--- src/sv/b32enc_pkg.sv ---
package b32enc_pkg;

  // Depth of the job queue between the front and the back.
  localparam int unsigned FifoDepth = 2;
  localparam int unsigned PtrW      = $clog2(FifoDepth);
  localparam int unsigned LevelW    = $clog2(FifoDepth + 1);

  // Symbol alphabet: letters for the low values, then digits from one.
  localparam logic [4:0] NumLetters = 5'd26;
  localparam logic [6:0] CharA      = 7'h41;
  localparam logic [6:0] CharOne    = 7'h31;

  // One job: up to three 5-bit symbols, most significant first.
  typedef struct packed {
    logic [14:0] syms;
    logic [1:0]  count;
    logic        eom;
  } job_t;

  // Queue status as seen by the front, the back and the checks.
  typedef struct packed {
    logic              full;
    logic              empty;
    logic [LevelW-1:0] level;
  } fifo_stat_t;

  // Maps a 5-bit symbol value onto its ASCII character.
  function automatic logic [6:0] to_ascii(input logic [4:0] v);
    logic [6:0] c;
    if (v < NumLetters) begin
      c = CharA + {2'b00, v};
    end else begin
      c = CharOne + {2'b00, v - NumLetters};
    end
    return c;
  endfunction

endpackage

--- src/sv/b32enc_front.sv ---
module b32enc_front (
  input  logic              clk_i,
  input  logic              rst_ni,
  input  logic              in_valid_i,
  input  logic [7:0]        data_byte_i,
  input  logic              last_byte_i,
  input  logic              full_i,
  output logic              in_stall_o,
  output logic              push_o,
  output b32enc_pkg::job_t  job_o
);

  logic [3:0]  lb_q, lb_d;
  logic [2:0]  lc_q, lc_d;
  logic [11:0] bits;
  logic [3:0]  size;
  logic [3:0]  shamt;
  logic [14:0] aligned;
  logic        two_regular;
  logic [3:0]  rem_full;
  logic [2:0]  rem;
  logic        flush;
  logic [3:0]  rem_mask;

  // A byte is taken whenever the queue has room.
  assign in_stall_o = full_i;
  assign push_o     = in_valid_i && !full_i;

  // Join the pending bits with the new byte and left-align them in 15 bits,
  // so that each symbol, the zero-filled flush symbol too, is a fixed slice.
  assign bits        = {lb_q, data_byte_i};
  assign size        = {1'b0, lc_q} + 4'd8;
  assign shamt       = 4'd15 - size;
  assign aligned     = {3'b000, bits} << shamt;
  assign two_regular = (size >= 4'd10);
  assign rem_full    = size - (two_regular ? 4'd10 : 4'd5);
  assign rem         = rem_full[2:0];
  assign flush       = last_byte_i && (rem != 3'd0);
  assign rem_mask    = (4'b0001 << rem) - 4'b0001;

  // Classify the byte into a job for the back.
  always_comb begin
    job_o.syms  = aligned;
    job_o.count = (two_regular ? 2'd2 : 2'd1) + {1'b0, flush};
    job_o.eom   = last_byte_i;
  end

  // The bits left over after the byte, cleared at the end of a message.
  always_comb begin
    lb_d = lb_q;
    lc_d = lc_q;
    if (push_o) begin
      if (last_byte_i) begin
        lb_d = 4'd0;
        lc_d = 3'd0;
      end else begin
        lb_d = bits[3:0] & rem_mask;
        lc_d = rem;
      end
    end
  end

  always_ff @(posedge clk_i or negedge rst_ni) begin
    if (!rst_ni) begin
      lb_q <= 4'd0;
      lc_q <= 3'd0;
    end else begin
      lb_q <= lb_d;
      lc_q <= lc_d;
    end
  end

endmodule

--- src/sv/b32enc_fifo.sv ---
module b32enc_fifo (
  input  logic                    clk_i,
  input  logic                    rst_ni,
  input  logic                    push_i,
  input  b32enc_pkg::job_t        job_i,
  input  logic                    pop_i,
  output b32enc_pkg::job_t        head_o,
  output b32enc_pkg::fifo_stat_t  stat_o
);

  b32enc_pkg::job_t                    mem_q [b32enc_pkg::FifoDepth];
  logic [b32enc_pkg::PtrW-1:0]         wr_ptr_q, wr_ptr_d;
  logic [b32enc_pkg::PtrW-1:0]         rd_ptr_q, rd_ptr_d;
  logic [b32enc_pkg::LevelW-1:0]       level_q, level_d;

  // Status flags for both sides.
  always_comb begin
    stat_o.level = level_q;
    stat_o.empty = (level_q == '0);
    stat_o.full  = (level_q == b32enc_pkg::LevelW'(b32enc_pkg::FifoDepth));
  end

  assign head_o = mem_q[rd_ptr_q];

  // Pointer and level update.
  always_comb begin
    wr_ptr_d = wr_ptr_q;
    rd_ptr_d = rd_ptr_q;
    level_d  = level_q;
    if (push_i) begin
      wr_ptr_d = wr_ptr_q + 1'b1;
    end
    if (pop_i) begin
      rd_ptr_d = rd_ptr_q + 1'b1;
    end
    if (push_i && !pop_i) begin
      level_d = level_q + 1'b1;
    end else if (pop_i && !push_i) begin
      level_d = level_q - 1'b1;
    end
  end

  always_ff @(posedge clk_i or negedge rst_ni) begin
    if (!rst_ni) begin
      wr_ptr_q <= '0;
      rd_ptr_q <= '0;
      level_q  <= '0;
    end else begin
      wr_ptr_q <= wr_ptr_d;
      rd_ptr_q <= rd_ptr_d;
      level_q  <= level_d;
    end
  end

  // Job storage, written at the tail.
  always_ff @(posedge clk_i) begin
    if (push_i) begin
      mem_q[wr_ptr_q] <= job_i;
    end
  end

endmodule

--- src/sv/b32enc_back.sv ---
module b32enc_back (
  input  logic              clk_i,
  input  logic              rst_ni,
  input  b32enc_pkg::job_t  head_i,
  input  logic              empty_i,
  input  logic              out_stall_i,
  output logic              pop_o,
  output logic              out_valid_o,
  output logic [6:0]        symbol_char_o,
  output logic              end_of_message_o
);

  logic       valid_q, valid_d;
  logic [6:0] sym_q, sym_d;
  logic       eom_q, eom_d;
  logic [1:0] idx_q, idx_d;
  logic       slot_free;
  logic       load;
  logic       job_done;
  logic [4:0] cur;

  // The output register takes a new beat when it is empty or being taken.
  assign slot_free = !valid_q || !out_stall_i;
  assign load      = slot_free && !empty_i;
  assign job_done  = (idx_q == head_i.count - 2'd1);
  assign pop_o     = load && job_done;

  // Pick the current symbol of the head job.
  always_comb begin
    case (idx_q)
      2'd0:    cur = head_i.syms[14:10];
      2'd1:    cur = head_i.syms[9:5];
      default: cur = head_i.syms[4:0];
    endcase
  end

  always_comb begin
    valid_d = valid_q;
    sym_d   = sym_q;
    eom_d   = eom_q;
    idx_d   = idx_q;
    if (slot_free) begin
      valid_d = load;
    end
    if (load) begin
      sym_d = b32enc_pkg::to_ascii(cur);
      eom_d = head_i.eom && job_done;
      idx_d = job_done ? 2'd0 : idx_q + 2'd1;
    end
  end

  always_ff @(posedge clk_i or negedge rst_ni) begin
    if (!rst_ni) begin
      valid_q <= 1'b0;
      idx_q   <= 2'd0;
    end else begin
      valid_q <= valid_d;
      idx_q   <= idx_d;
    end
  end

  // Payload of the output beat.
  always_ff @(posedge clk_i) begin
    sym_q <= sym_d;
    eom_q <= eom_d;
  end

  assign out_valid_o      = valid_q;
  assign symbol_char_o    = sym_q;
  assign end_of_message_o = eom_q;

endmodule

--- src/sv/base32_stream_encoder_core.sv ---
// Base32 stream encoder.
// Input channel: one raw byte per beat on data_byte_i, with last_byte_i set
// on the final byte of a message. Output channel: one ASCII symbol per beat
// on symbol_char_o ('A'..'Z', then '1'..'6'), with end_of_message_o set on
// the final symbol of a message. No padding symbols are produced.
// Both channels use valid and stall; a beat moves when valid is high and
// stall is low.
// Each byte yields one or two symbols, plus a zero-filled flush symbol on a
// last byte that leaves bits over. The front classifies a byte in the cycle
// it arrives and places a job in a two-entry queue; the back sends one symbol
// per cycle, unless the receiver stalls, from a registered output stage. A
// byte's job passes through the queue into the output register. The single
// output port sets the pace; new bytes can queue while older ones are sent.
// Reset clears the pending bits, the queue and the output stage. When the
// receiver stalls, the output beat holds; the queue fills and in_stall_o
// rises once both entries are taken.
module base32_stream_encoder_core (
  input  logic       clk_i,
  input  logic       rst_ni,
  input  logic       in_valid_i,
  output logic       in_stall_o,
  input  logic [7:0] data_byte_i,
  input  logic       last_byte_i,
  output logic       out_valid_o,
  input  logic       out_stall_i,
  output logic [6:0] symbol_char_o,
  output logic       end_of_message_o
);

  b32enc_pkg::job_t       push_job;
  b32enc_pkg::job_t       head_job;
  b32enc_pkg::fifo_stat_t fifo_stat;
  logic                   push;
  logic                   pop;

  b32enc_front u_front (
    .clk_i       (clk_i),
    .rst_ni      (rst_ni),
    .in_valid_i  (in_valid_i),
    .data_byte_i (data_byte_i),
    .last_byte_i (last_byte_i),
    .full_i      (fifo_stat.full),
    .in_stall_o  (in_stall_o),
    .push_o      (push),
    .job_o       (push_job)
  );

  b32enc_fifo u_fifo (
    .clk_i  (clk_i),
    .rst_ni (rst_ni),
    .push_i (push),
    .job_i  (push_job),
    .pop_i  (pop),
    .head_o (head_job),
    .stat_o (fifo_stat)
  );

  b32enc_back u_back (
    .clk_i            (clk_i),
    .rst_ni           (rst_ni),
    .head_i           (head_job),
    .empty_i          (fifo_stat.empty),
    .out_stall_i      (out_stall_i),
    .pop_o            (pop),
    .out_valid_o      (out_valid_o),
    .symbol_char_o    (symbol_char_o),
    .end_of_message_o (end_of_message_o)
  );

  // The queue never overflows or underflows.
  assert property (@(posedge clk_i) disable iff (!rst_ni)
    !(push && fifo_stat.full))
    else $error("job queue written while full");

  assert property (@(posedge clk_i) disable iff (!rst_ni)
    !(pop && fifo_stat.empty))
    else $error("job queue read while empty");

  // Every symbol sent belongs to the alphabet.
  assert property (@(posedge clk_i) disable iff (!rst_ni)
    out_valid_o |-> ((symbol_char_o >= 7'h41 && symbol_char_o <= 7'h5A) ||
                     (symbol_char_o >= 7'h31 && symbol_char_o <= 7'h36)))
    else $error("symbol outside the alphabet");

  // A pop without a push lowers the queue level by one.
  assert property (@(posedge clk_i) disable iff (!rst_ni)
    (pop && !push) |=> (fifo_stat.level == $past(fifo_stat.level) - 1'b1))
    else $error("queue level wrong after a pop");

endmodule
--- config.mk ---
export PLATFORM = sky130hd
export DESIGN_NAME = base32_stream_encoder_core
export DESIGN_NICKNAME = d
export VERILOG_FILES = /design/src/sv/b32enc_pkg.sv /design/src/sv/b32enc_front.sv /design/src/sv/b32enc_fifo.sv /design/src/sv/b32enc_back.sv /design/src/sv/base32_stream_encoder_core.sv
export SDC_FILE = /design/constraint.sdc
export NUM_CORES = 1
export LEC_CHECK = 0
export BUFFER_PORTS_ARGS = -buffer_cell sky130_fd_sc_hd__buf_2
export CORE_MARGIN = 8
export CORE_UTILIZATION = 30
export CTS_BUF_LIST = sky130_fd_sc_hd__clkbuf_8
export DETAILED_ROUTE_END_ITERATION = 8
export PLACE_DENSITY = 0.56
export SLEW_MARGIN = 15
export SYNTH_ARGS = -nofsm -noshare
export SYNTH_HDL_FRONTEND = slang
export SYNTH_HIERARCHICAL = 1
export SYNTH_SLANG_ARGS = --single-unit
--- constraint.sdc ---
create_clock -name clk_i -period 3.7 [get_ports clk_i]
set_input_delay 0 -clock clk_i [delete_from_list [all_inputs] [get_ports clk_i]]
set_output_delay 0 -clock clk_i [all_outputs]
set_load 0.02 [all_outputs]
Word level (Yosys, flattened, before mapping)
Memory sizes are Yosys's and may differ from the RTL's.
Index checks and enable logic that the tools add are counted.
Widths: inputs -> output; s select.

operators by class
  add/subtract/negate cells = 14
  multipliers = 0
  div/mod/pow operators = 0
  order comparisons = 2
  equal/unequal tests = 3
  shift operators = 2
  multiplexer cells = 11
  bitwise operators = 1
  reduce and logical (&&, ||, !) cells = 18

operators by type and width
  operator             number
  $shl 12x4->15        1
  $pmux 5 s2           1
  $mux 2               4
  $add 6x5->7 const A  1
  $add 7x5->7 const A  1
  $logic_and 1x1->1    7
  $mux 7               1
  $logic_not 1->1      6
  $mux 3               2
  $lt 5x5->1 const B   1
  $sub 5x5->5 const B  1
  $add 2x1->2 const B  2
  $add 3x4->4 const B  1
  $and 4x4->4          1
  $ge 4x4->1 const B   1
  $logic_not 2->1      2
  $mux 4               1
  $shl 1x3->4 const A  1
  $sub 2x1->2 const B  2
  $sub 4x1->4 const B  1
  $sub 4x4->4 const A  1
  $reduce_bool 3->1    1
  $sub 3x3->3          1
  $add 1x1->1 const B  2
  7 further kinds      8

word-level totals
  bits in registers = 22
  bits in latches = 0
  RAM bits = 36
  memory bits (read-only) = 0
  input bits = 13
  memories = 1

memories
  memory        words  width  rd ports  clocked after Yosys merged registers in  wr ports  RTL line           RTL
  u_fifo.mem_q  2      18     1         0                                        1         b32enc_fifo.sv:11  b32enc_pkg::job_t mem_q [b32enc_pkg::FifoDepth];

Longest topological paths before layout
Gate-level depths: netlist of the first run.

  word-level depth = 8
  depth in mapped cells = 12

Hierarchy
Netlist of the first run, hierarchy kept.

modules (own cells, without submodules)
  module        times used  cells each  area an instance (um2)  sequential area each (um2)
  b32enc_fifo   1           72          1,535.2                 1,181.1
  b32enc_front  1           112         915.9                   175.2
  b32enc_back   1           75          784.5                   315.3

Worst setup path after synthesis of the first run
No wires, ideal clock.

  path type = reg-to-reg
  start point = reg u_fifo.rd_ptr_q
  end point = reg u_back.sym_q[2], in the netlist u_back/symbol_char_o[2] (data pin)
  arrival time = 2.137 ns
  path slack = 1.301 ns
  stages on the path, launching flop included = 10
  path buffers = 2
  cells stage by stage = dfrtp_1 -> buf_6 -> buf_12 -> mux2_4 -> a22o_1 -> nor2_1 -> ha_1 -> xnor2_1 -> o221a_1 -> nand3b_1

RTL lines
  element                 RTL line           RTL
  start, declared         b32enc_fifo.sv:13  logic [b32enc_pkg::PtrW-1:0] rd_ptr_q, rd_ptr_d;
  start signal, assigned  b32enc_fifo.sv:50  rd_ptr_q <= rd_ptr_d;
  end signal, assigned    b32enc_back.sv:64  sym_q <= sym_d;
  end, declared           b32enc_back.sv:14  logic [6:0] sym_q, sym_d;

Worst setup path after layout of the first run
  start point = reg u_front.lc_q[1]
  end point = reg u_front.lb_q[2]

on the way
  cells in the longest elaborated chain, start to end = 8

ends and longest elaborated chain
  element                 RTL line            RTL
  start, declared         b32enc_front.sv:14  logic [2:0] lc_q, lc_d;
  start signal, assigned  b32enc_front.sv:69  lc_q <= lc_d;
  $add 3x4->4 (*)         b32enc_front.sv:32  assign size = {1'b0, lc_q} + 4'd8;
  $ge 4x4->1              b32enc_front.sv:35  assign two_regular = (size >= 4'd10);
  $mux 3                  b32enc_front.sv:36  assign rem_full = size - (two_regular ? 4'd10 : 4'd5);
  $sub 3x3->3 (*)         b32enc_front.sv:36
  $shl 1x3->4 (*)         b32enc_front.sv:39  assign rem_mask = (4'b0001 << rem) - 4'b0001;
  $sub 4x1->4 (*)         b32enc_front.sv:39
  $and 4x4->4 (*)         b32enc_front.sv:57  lb_d = bits[3:0] & rem_mask;
  $mux 4 (*)              b32enc_front.sv:53  if (last_byte_i) begin
  end signal, assigned    b32enc_front.sv:68  lb_q <= lb_d;
  end, declared           b32enc_front.sv:13  logic [3:0] lb_q, lb_d;

Every way passes the cells marked *; elsewhere a longest branch is shown, timed or not.
A chain may end at the register's enable or synchronous reset.

==> results.json, run 1 <==
{
  "outcome": "completed",
  "clk_pin_slew_ps": 70,
  "p_seq_share_pct": 36.2,
  "fin_crit_sh_pct": 78.82,
  "hold_end": "u_front/lc_q[1]",
  "firstDrtPassIters": 4,
  "final_common_cell": "edfxtp_1",
  "pwr-share-comb_pct": 50.5,
  "worst_pin_slew_ps": 856.0,
  "worstPathRequired_ps": 3960,
  "hold_viol": 0,
  "grt_remaining_overflow": 0,
  "cts_setup_buffers": 0,
  "routed_wl_um": 5798,
  "core_area_mm2": 0.01070,
  "seq_area_mm2": 0.001672,
  "yosysWarnings": 6,
  "clock-root-buffer": "clkbuf_8",
  "syn_to_final_growth_pct": 12.30,
  "min-delay-path-class": "primary input to flip-flop",
  "initial_core_util_pct": 30.25,
  "avgSynthCellArea_um2": 12.49,
  "vias": 2019,
  "tns_ps": 0,
  "die_height_um": 119.9,
  "async_reset_ff_share_pct": 24.14,
  "pre_cts_ws_ps": 813.9,
  "leakage_nw": 1.410,
  "synth-seq-area-share_pct": 51.66,
  "post-route-min-period_ps": 2916,
  "wl_per_cell_um": 13.39,
  "antenna_left": 0,
  "synth-main-ff-cell": "edfxtp_1",
  "fp.dieW_um": 119.9,
  "multi_input_area_mm2": 0.001366,
  "pwr-share-clk_pct": 13.4,
  "syn_inst": 259,
  "clkLatencyLatePin_ps": 320,
  "grt_max_degree": 22,
  "ys_top_cells_by_area": "edfxtp_1 (41%), dfrtp_1 (11%), mux2_2 (4.9%), mux2_4 (4.2%), mux2i_1 (3.7%)",
  "via_per_inst": 4.663,
  "intPower_w": 0.002065,
  "ys_types": 60,
  "cts_inserted_buffers": 9,
  "sw_frac_of_total_pct": 38.93,
  "whs_path_depth": 2,
  "diodes": 0,
  "start_kind": "flip-flop",
  "netlist_area_mm2": 0.003236,
  "dieArea_mm2": 0.01436,
  "drtIter0Drc": 94,
  "grt_pass1_wl_um": 9798,
  "synth_edf_count": 44,
  "reg2reg_to": "u_front/lb_q[2]",
  "critPathMaxFanout": 19,
  "met3_usage_pct": 3.899,
  "cp-end-kind": "flip-flop",
  "fmax_mhz": 342.9,
  "worstPathArrival_ps": 3180,
  "fin_nets": 309,
  "ioPinCount": 23,
  "gp_congestion": 0.7458,
  "power_switching_w": 0.001316,
  "ff2ff_path_depth": 10,
  "pwr_density_cell_mw_per_mm2": 930.6,
  "fin_skew_ps": 8.511,
  "r2r_start": "u_front/lc_q[1]",
  "numClockSinks": 58,
  "use_met1_pct": 10.24,
  "final_cell_mix": "edfxtp_1 (44), nand2_1 (25), buf_2 (22)",
  "cts_tree": "yes",
  "synth_nets": 280,
  "gr-usage-all-layers_pct": 8.537,
  "total_power_w": 0.003381,
  "setup_viol": 0,
  "cts_max_level": 3,
  "maxSlewViolCount": 0,
  "dp_hpwl_um": 4307,
  "drv_cap": 0,
  "fillers": 1063,
  "synth_area_leader_cell": "edfxtp_1",
  "layout-drive-gt1-share_pct": 26.28,
  "clk_path_buf_depth": 2,
  "synth_top_area_share_pct": 40.84,
  "antenna_found_initial": 0,
  "synth_seq_cells": 58,
  "rsz0062_at_grt": "no",
  "drc": 0,
  "setup_ws_ps": 783.8,
  "ir_drop_uv": 297.9,
  "max_slew_margin_pct": 42.93,
  "hold_start": "last_byte_i",
  "io_buffers": 22,
  "reg2reg_slack_ps": 780,
  "grt_use_met2_pct": 13.76,
  "grt_busiest_layer": "met2",
  "grt_pass1_vias": 1992,
  "rows": 38,
  "criticalPathCategory": "flip-flop to flip-flop"
}
==> cell usage after synthesis (3+ instances only) <==
library cell,number
edfxtp_1,44
nand2_1,25
inv_1,16
dfrtp_1,14
mux2_2,14
mux2i_1,12
nor2_1,12
mux2_4,9
ha_1,8
o21ai_0,7
xor2_1,6
a21oi_1,4
buf_6,4
nor2b_1,4
o22ai_1,4
o31ai_1,4
xnor2_1,4
a211oi_1,3
a22o_2,3
buf_4,3
clkbuf_1,3
nand3b_1,3
nor3_1,3
nor3b_1,3
o211ai_1,3
o21ai_1,3
==> power groups by stage <==
stage	clock [W]	sequential (W)	combinational, W
3_5_place_dp	0	0.00124	0.00171
4_1_cts	0.000465	0.00123	0.00173
6_report	0.000452	0.00122	0.00171
2_1_floorplan	0	0.00122	0.00143
5_1_grt	0.000497	0.00126	0.00191
3_3_place_gp	0	0.00123	0.00169
==> cells by family after synthesis <==
family                   Yosys count  synth area share, %
AND/OR/NAND/NOR                   65                10.67
flip-flops                        58                51.66
AO/OA/AOI/OAI                     47                10.91
multiplexers                      39                14.85
buffers and inverters             32                6.110
XOR/XNOR                          10                2.707
adder cells (fa/ha/maj)            8                3.094
==> layout make-up <==
cell class                 count  area share (%)
sequential                    58           46.01
multi-input combinational    169           37.60
timing repair buffer          32           5.441
tap                          140           4.821
clock buffer                   9           3.409
inverter                      18           1.928
clock inverter                 7          0.7920
==> state kept, by name (all words and copies together), names as in the netlist <==
register                 count
u_back/idx_q                 2
u_fifo/rd_ptr_q              1
u_fifo/wr_ptr_q              1
u_back/end_of_message_o      1
u_front/lc_q                 3
u_fifo/mem_q                36
u_back/out_valid_o           1
u_fifo/level_q               2
u_front/lb_q                 4
u_back/symbol_char_o         7
==> per-stage QoR <==
step | cells | area (um2) | hold WS [ps] | utilization [%]
final | 433 | 3633 | 32.81 | 33.96
after global routing | 433 | 3633 | 40.42 | 33.96
after CTS | 433 | 3633 | 22.29 | 33.96
after detailed placement | 412 | 3431 | -70.88 | 32.07
after global placement | 412 | 3431 | -71.49 | 32.07
after floorplan | 259 | 3236 | -295.6 | -
==> routing by layer <==
layer  wire length (um)  vias up
met1               2740      971
li1                   -     1011
met2               2672       33
met5                  0        -
met4                 51        0
met3                333        4
==> worst max path at each step <==
| stage | startpoint | to | slack [ps] | depth (start not counted) |
|---|---|---|---|---|
| after CTS | u_front/lc_q[1] | u_front/lb_q[2] | 790 | 10 |
| after detailed placement | u_front/lc_q[1] | u_front/lb_q[2] | 810 | 10 |
| final | u_front/lc_q[1] | u_front/lb_q[2] | 780 | 10 |
| after global routing | u_front/lc_q[1] | u_front/lb_q[2] | 530 | 10 |
| after global placement | u_front/lc_q[1] | u_front/lb_q[2] | 820 | 10 |
| after floorplan | u_fifo/rd_ptr_q | u_back/symbol_char_o[2] | 1300 | 9 |
==> worst max-delay path: stages (launching register included) <==
cell and delay, ps:
dfrtp_1 710, inv_1 280, nand2_1 190, ha_1 310, and3b_1 210, o31ai_2 90
nor2_1 190, inv_1 60, ha_1 200, or4b_1 500, nand3_1 100
==> timing repair <==
item                                   CTS  global route
endpoints found under the hold margin   18             0
gates resized for setup                  0             0
hold buffers                             5             0
Power figures use the tool's default switching activity.
==> run 2: changes to the inputs <==
Settings changed: ABC_AREA set to 1.
Clock period 3.7 ns to 2.9 ns, I/O delays scaled along.
==> results.json, run 2 <==
{
  "outcome": "completed",
  "setup_viol": 0,
  "via_per_inst": 4.381,
  "drv_cap": 0,
  "ys_top_cells_by_area": "edfxtp_1 (42%), dfrtp_1 (11%), nand2_1 (10%), inv_1 (4.3%), mux2_4 (4.3%)",
  "grt_pass1_wl_um": 10180,
  "fp.dieW_um": 118.2,
  "reg2reg_slack_ps": 460,
  "post_cts_resized": 0,
  "top_regs": "u_fifo/mem_q (36), u_back/symbol_char_o (7), u_front/lb_q (4)",
  "leakage_nw": 1.580,
  "cp-endpoint": "u_front/lb_q[2]",
  "final_cell_mix": "nand2_1 (86), edfxtp_1 (44), inv_1 (38)",
  "rsz0062_at_grt": "no",
  "core_area_mm2": 0.01023,
  "grt_remaining_overflow": 0,
  "max_stage_delay_ps": 570,
  "firstDrtPassIters": 4,
  "crit_top_cell": "inv_1",
  "finalInstanceArea_mm2": 0.003605,
  "ioPinCount": 23,
  "largest_reg_flops": 36,
  "criticalPathCategory": "flip-flop to flip-flop",
  "ys_types": 33,
  "hold_viol": 0,
  "post-route-min-period_ps": 2439,
  "ir_drop_uv": 504.3,
  "synth_area_leader_cell": "edfxtp_1",
  "clkLatencyLatePin_ps": 330,
  "setup_ws_ps": 461.1,
  "fin_nets": 366,
  "fin_skew_ps": 7.291,
  "reg2reg_to": "u_front/lb_q[2]",
  "synth-main-ff-cell": "edfxtp_1",
  "synth.most_common_cell": "nand2_1",
  "initial_core_util_pct": 30.61,
  "min-delay-path-class": "primary input to flip-flop",
  "rows": 37,
  "clk_path_buf_depth": 2,
  "dp_cells": 464,
  "avgSynthCellArea_um2": 10.07,
  "top_register": "u_fifo/mem_q",
  "worst_pin_slew_ps": 712.2,
  "layout-drive-gt1-share_pct": 19.43,
  "grt_max_degree": 20,
  "antenna_left": 0,
  "drc": 0,
  "gp_congestion": 0.8719,
  "antenna_found_initial": 0,
  "numClockSinks": 58,
  "cts_max_level": 3,
  "wl_per_cell_um": 12.31,
  "clk_pin_slew_ps": 60,
  "routed_wl_um": 5985,
  "die_height_um": 118.2,
  "dpl-instance-area_mm2": 0.003348,
  "critPathMaxFanout": 13,
  "yosysWarnings": 6,
  "clock-root-buffer": "clkbuf_8",
  "tns_ps": 0,
  "maxSlewViolCount": 0,
  "async_reset_ff_share_pct": 24.14,
  "diodes": 0,
  "syn_to_final_growth_pct": 15.10,
  "synth_nets": 332,
  "start_kind": "flip-flop",
  "cp-end-kind": "flip-flop",
  "dieArea_mm2": 0.01396,
  "crit_start": "u_front/lc_q[2]",
  "dp_hpwl_um": 4465,
  "crit_chain": "inv_1 -> nor2_1 -> inv_1 -> ha_1 -> inv_1 -> nand3_4 -> ha_1 -> inv_1 -> nand4_1 -> nand2_1 -> nand2_1 -> nand2_1",
  "synth_edf_count": 44,
  "cts_inserted_buffers": 9,
  "netlist_area_mm2": 0.003132,
  "pre_cts_ws_ps": 507.3,
  "synth_seq_cells": 58,
  "fin_cells": 486,
  "netlist_top_cells_count": "nand2_1 (86), edfxtp_1 (44), inv_1 (36)",
  "pwr_density_cell_mw_per_mm2": 1269,
  "drtIter0Drc": 73,
  "r2r_start": "u_front/lc_q[2]",
  "gr-usage-all-layers_pct": 9.010,
  "worstPathRequired_ps": 3170,
  "cts_tree": "yes",
  "slowest_stage": "dfrtp_1",
  "synth-seq-area-share_pct": 53.38,
  "synth_top_area_share_pct": 42.19,
  "vias": 2129,
  "fin_crit_sh_pct": 84.10,
  "syn_inst": 311,
  "worstPathArrival_ps": 2710,
  "grt_pass1_vias": 2077,
  "max_slew_margin_pct": 52.47,
  "ff2ff_path_depth": 12,
  "final_common_cell": "nand2_1",
  "io_buffers": 22,
  "fmax_mhz": 410.0
}
## run 2: worst min-delay path by stage
stage,start,to,slack (ps),cells past startpoint
floorplan,rst_ni,u_back/idx_q[0],-300,0
global placement,rst_ni,u_front/lb_q[2],-70,1
detailed placement,rst_ni,u_front/lb_q[2],-70,1
CTS,data_byte_i[2],u_front/lb_q[2],10,5
global route,data_byte_i[2],u_front/lb_q[2],70,5
finish,data_byte_i[2],u_front/lb_q[2],30,5
## run 2: timing repair
action / CTS / global route
buffers inserted: 0 / 0
hold buffers: 6 / 0
hold endpoints to repair: 20 / 0
## run 2: cells by family after synthesis
logic type,count (synthesis),synth area share [%]
adders and majority gates,8,3.196
xor gates and xnor gates,8,2.237
and+or+nand+nor,133,18.98
DFF,58,53.38
AOI/OAI and AO/OA,36,6.233
muxes,20,8.190
buffers and inverters,48,7.790
## run 2: metal layers
metal / global-route usage (%) / vias to the layer above / wire length [um]
met5: 0 / - / 0
met2: 13.82 / 46 / 2736
met4: 3.122 / 0 / 42
met1: 11.35 / 970 / 2927
met3: 3.475 / 4 / 277
li1: - / 1109 / -
## run 2: final cells by class
cell class	count	area, um2
well taps	136	170.2
clock buffers	11	151.4
fillers	1017	6626
repair buffers	33	207.7
multi-input cells	205	1216
clock inverters	5	45.04
inverters	38	142.6
flip-flops and latches	58	1672
## run 2: through the flow
stage / power, W / utilization, % / hold WS [ps]
finish: 0.004573 / 35.23 / 31.86
global route: 0.004986 / 35.23 / 68.21
CTS: 0.004621 / 35.23 / 14.52
detailed placement: 0.003864 / 32.73 / -68.39
global placement: 0.003816 / 32.73 / -69.87
floorplan: 0.003420 / - / -295.6
## run 2: where the power goes
group	switching, W	internal (W)	total (W)
clock network	0.000302	0.000432	0.000733
logic	0.00140	0.000868	0.00226
registers	0.000180	0.00140	0.00157
total	0.00188	0.00270	0.00457
## run 2: worst max-delay path: cells and delay by family, from the launching register on
family,cells,cell delay (ps)
buffers and inverters,4,580
flip-flops,1,570
adder cells (fa/ha/maj),2,550
AND/OR/NAND/NOR,6,660
==> run 3: changes to the inputs <==
Clock period 2.9 ns to 2.4 ns, I/O delays scaled along.
==> results.json, run 3 (synthesis gave the netlist of run 2 again) <==
{
  "final_cell_mix": "nand2_1 (86), edfxtp_1 (44), inv_1 (42)",
  "antenna_left": 0,
  "maxSlewViolCount": 0,
  "worstPathRequired_ps": 2620,
  "grt_remaining_overflow": 0,
  "top_register": "u_fifo/mem_q",
  "reg2reg_slack_ps": 250,
  "slowest_stage": "mux2_2",
  "syn_to_final_growth_pct": 15.06,
  "largest_reg_flops": 36,
  "drtIter0Drc": 103,
  "fillers": 1025,
  "max_stage_delay_ps": 380,
  "crit_top_cell": "nand2_1",
  "cp-end-kind": "flip-flop",
  "pre_cts_ws_ps": 242.0,
  "fin_crit_sh_pct": 89.58,
  "grt_pass1_vias": 2150,
  "post-route-min-period_ps": 2150,
  "layout-drive-gt1-share_pct": 19.55,
  "worst_pin_slew_ps": 378.9,
  "diodes": 0,
  "antenna_found_initial": 0,
  "cts_inserted_buffers": 9,
  "gr-usage-all-layers_pct": 8.957,
  "ir_drop_uv": 655.7,
  "tns_ps": 0,
  "max_slew_margin_pct": 74.47,
  "grt_max_degree": 20,
  "clk_pin_slew_ps": 60,
  "final_util_pct": 35.22,
  "fp.dieW_um": 118.2,
  "routed_wl_um": 5861,
  "io_buffers": 22,
  "clkLatencyLatePin_ps": 320,
  "start_kind": "flip-flop",
  "drv_cap": 0,
  "cts_tree": "yes",
  "final_common_cell": "nand2_1",
  "pwr_density_cell_mw_per_mm2": 1501,
  "die_height_um": 118.2,
  "initial_core_util_pct": 30.61,
  "gp_congestion": 0.8099,
  "dp_hpwl_um": 4425,
  "worstPathArrival_ps": 2370,
  "dieArea_mm2": 0.01396,
  "rows": 37,
  "hold_viol": 0,
  "fin_skew_ps": 9.580,
  "outcome": "completed",
  "clk_path_buf_depth": 2,
  "cts_setup_buffers": 0,
  "grt_pass1_wl_um": 10080,
  "setup_ws_ps": 250.0,
  "crit_chain": "buf_12 -> mux2_2 -> xor2_1 -> nand2_1 -> nand2_1 -> inv_1 -> nor2_1 -> inv_1 -> ha_1 -> inv_1 -> nand3_1 -> nand2_1 -> nand2_1",
  "numClockSinks": 58,
  "via_per_inst": 4.384,
  "core_area_mm2": 0.01023,
  "firstDrtPassIters": 4,
  "post_cts_resized": 0,
  "min-delay-path-class": "primary input to flip-flop",
  "fmax_mhz": 465.1,
  "top_regs": "u_fifo/mem_q (36), u_back/symbol_char_o (7), u_front/lb_q (4)",
  "fin_nets": 369,
  "leakage_nw": 1.597,
  "clock-root-buffer": "clkbuf_8",
  "wl_per_cell_um": 11.99,
  "ioPinCount": 23,
  "criticalPathCategory": "flip-flop to flip-flop",
  "critPathMaxFanout": 19,
  "setup_viol": 0,
  "total_power_w": 0.005408,
  "drc": 0,
  "rsz0062_at_grt": "no",
  "cts_max_level": 3,
  "vias": 2144
}
## run 3: changes by cell type in the layout (fill, tap and decap cells not counted), sizes merged
cell    previous run  this run
clkinv             3         1
bufinv             1         0
clkbuf            11        10
inv               39        43
buf               27        30
## run 3: report_power, final
| part | switching [W] | total, W | internal (W) |
|---|---|---|---|
| Sequential | 0.000135 | 0.00182 | 0.00169 |
| Combinational | 0.00177 | 0.00287 | 0.00110 |
| Clock | 0.000337 | 0.000717 | 0.000380 |
## run 3: final cells by class
class | count | area, um2 | area share (%)
Clock buffer | 10 | 137.6 | 3.819
Sequential cell | 58 | 1672 | 46.39
Tap cell | 136 | 170.2 | 4.722
Clock inverter | 6 | 22.52 | 0.6250
Inverter | 38 | 142.6 | 3.958
Timing Repair Buffer | 36 | 242.7 | 6.736
Multi-Input combinational cell | 205 | 1216 | 33.75
## run 3: layer usage
metal / up-vias / wire length [um] / GRT usage (%)
li1: 1115 / - / -
met3: 4 / 313 / 3.998
met5: - / 0 / 0
met4: 0 / 46 / 3.122
met1: 982 / 2846 / 10.97
met2: 43 / 2654 / 13.71
## run 3: final timing paths
check	from	to	cells past startpoint
worst max register to register	u_fifo/rd_ptr_q	u_fifo/level_q[1]	13
max in group asynchronous	rst_ni	u_back/idx_q[0]	2
worst min-delay path	data_byte_i[2]	u_front/lb_q[2]	5
worst min register to register	u_fifo/wr_ptr_q	u_fifo/wr_ptr_q	1
worst max-delay path	u_fifo/rd_ptr_q	u_fifo/level_q[1]	13
min in group asynchronous	rst_ni	u_front/lb_q[0]	2
## run 3: stage by stage
stage                     cells  cell area [um2]  hold slack [ps]
after floorplan             311             3132           -295.6
after global placement      467             3383           -67.68
after detailed placement    467             3383           -66.28
after CTS                   489             3603            22.16
after global routing        489             3603            60.98
final                       489             3603            44.21
## run 3: critical path: cells and delay by family, from the launching register on
family                     cells  cell delay (ps)
adders and majority gates      1              300
xor gates and xnor gates       1              140
muxes                          1              380
buffers and inverters          4              380
DFF                            1              370
and+or+nand+nor                6              460
## run 3: what timing repair did
| action | 4_1_cts | 5_1_grt |
|---|---|---|
| hold endpoints to repair | 20 | 0 |
| endpoints found under the setup margin | 0 | 0 |
| hold buffers | 6 | 0 |
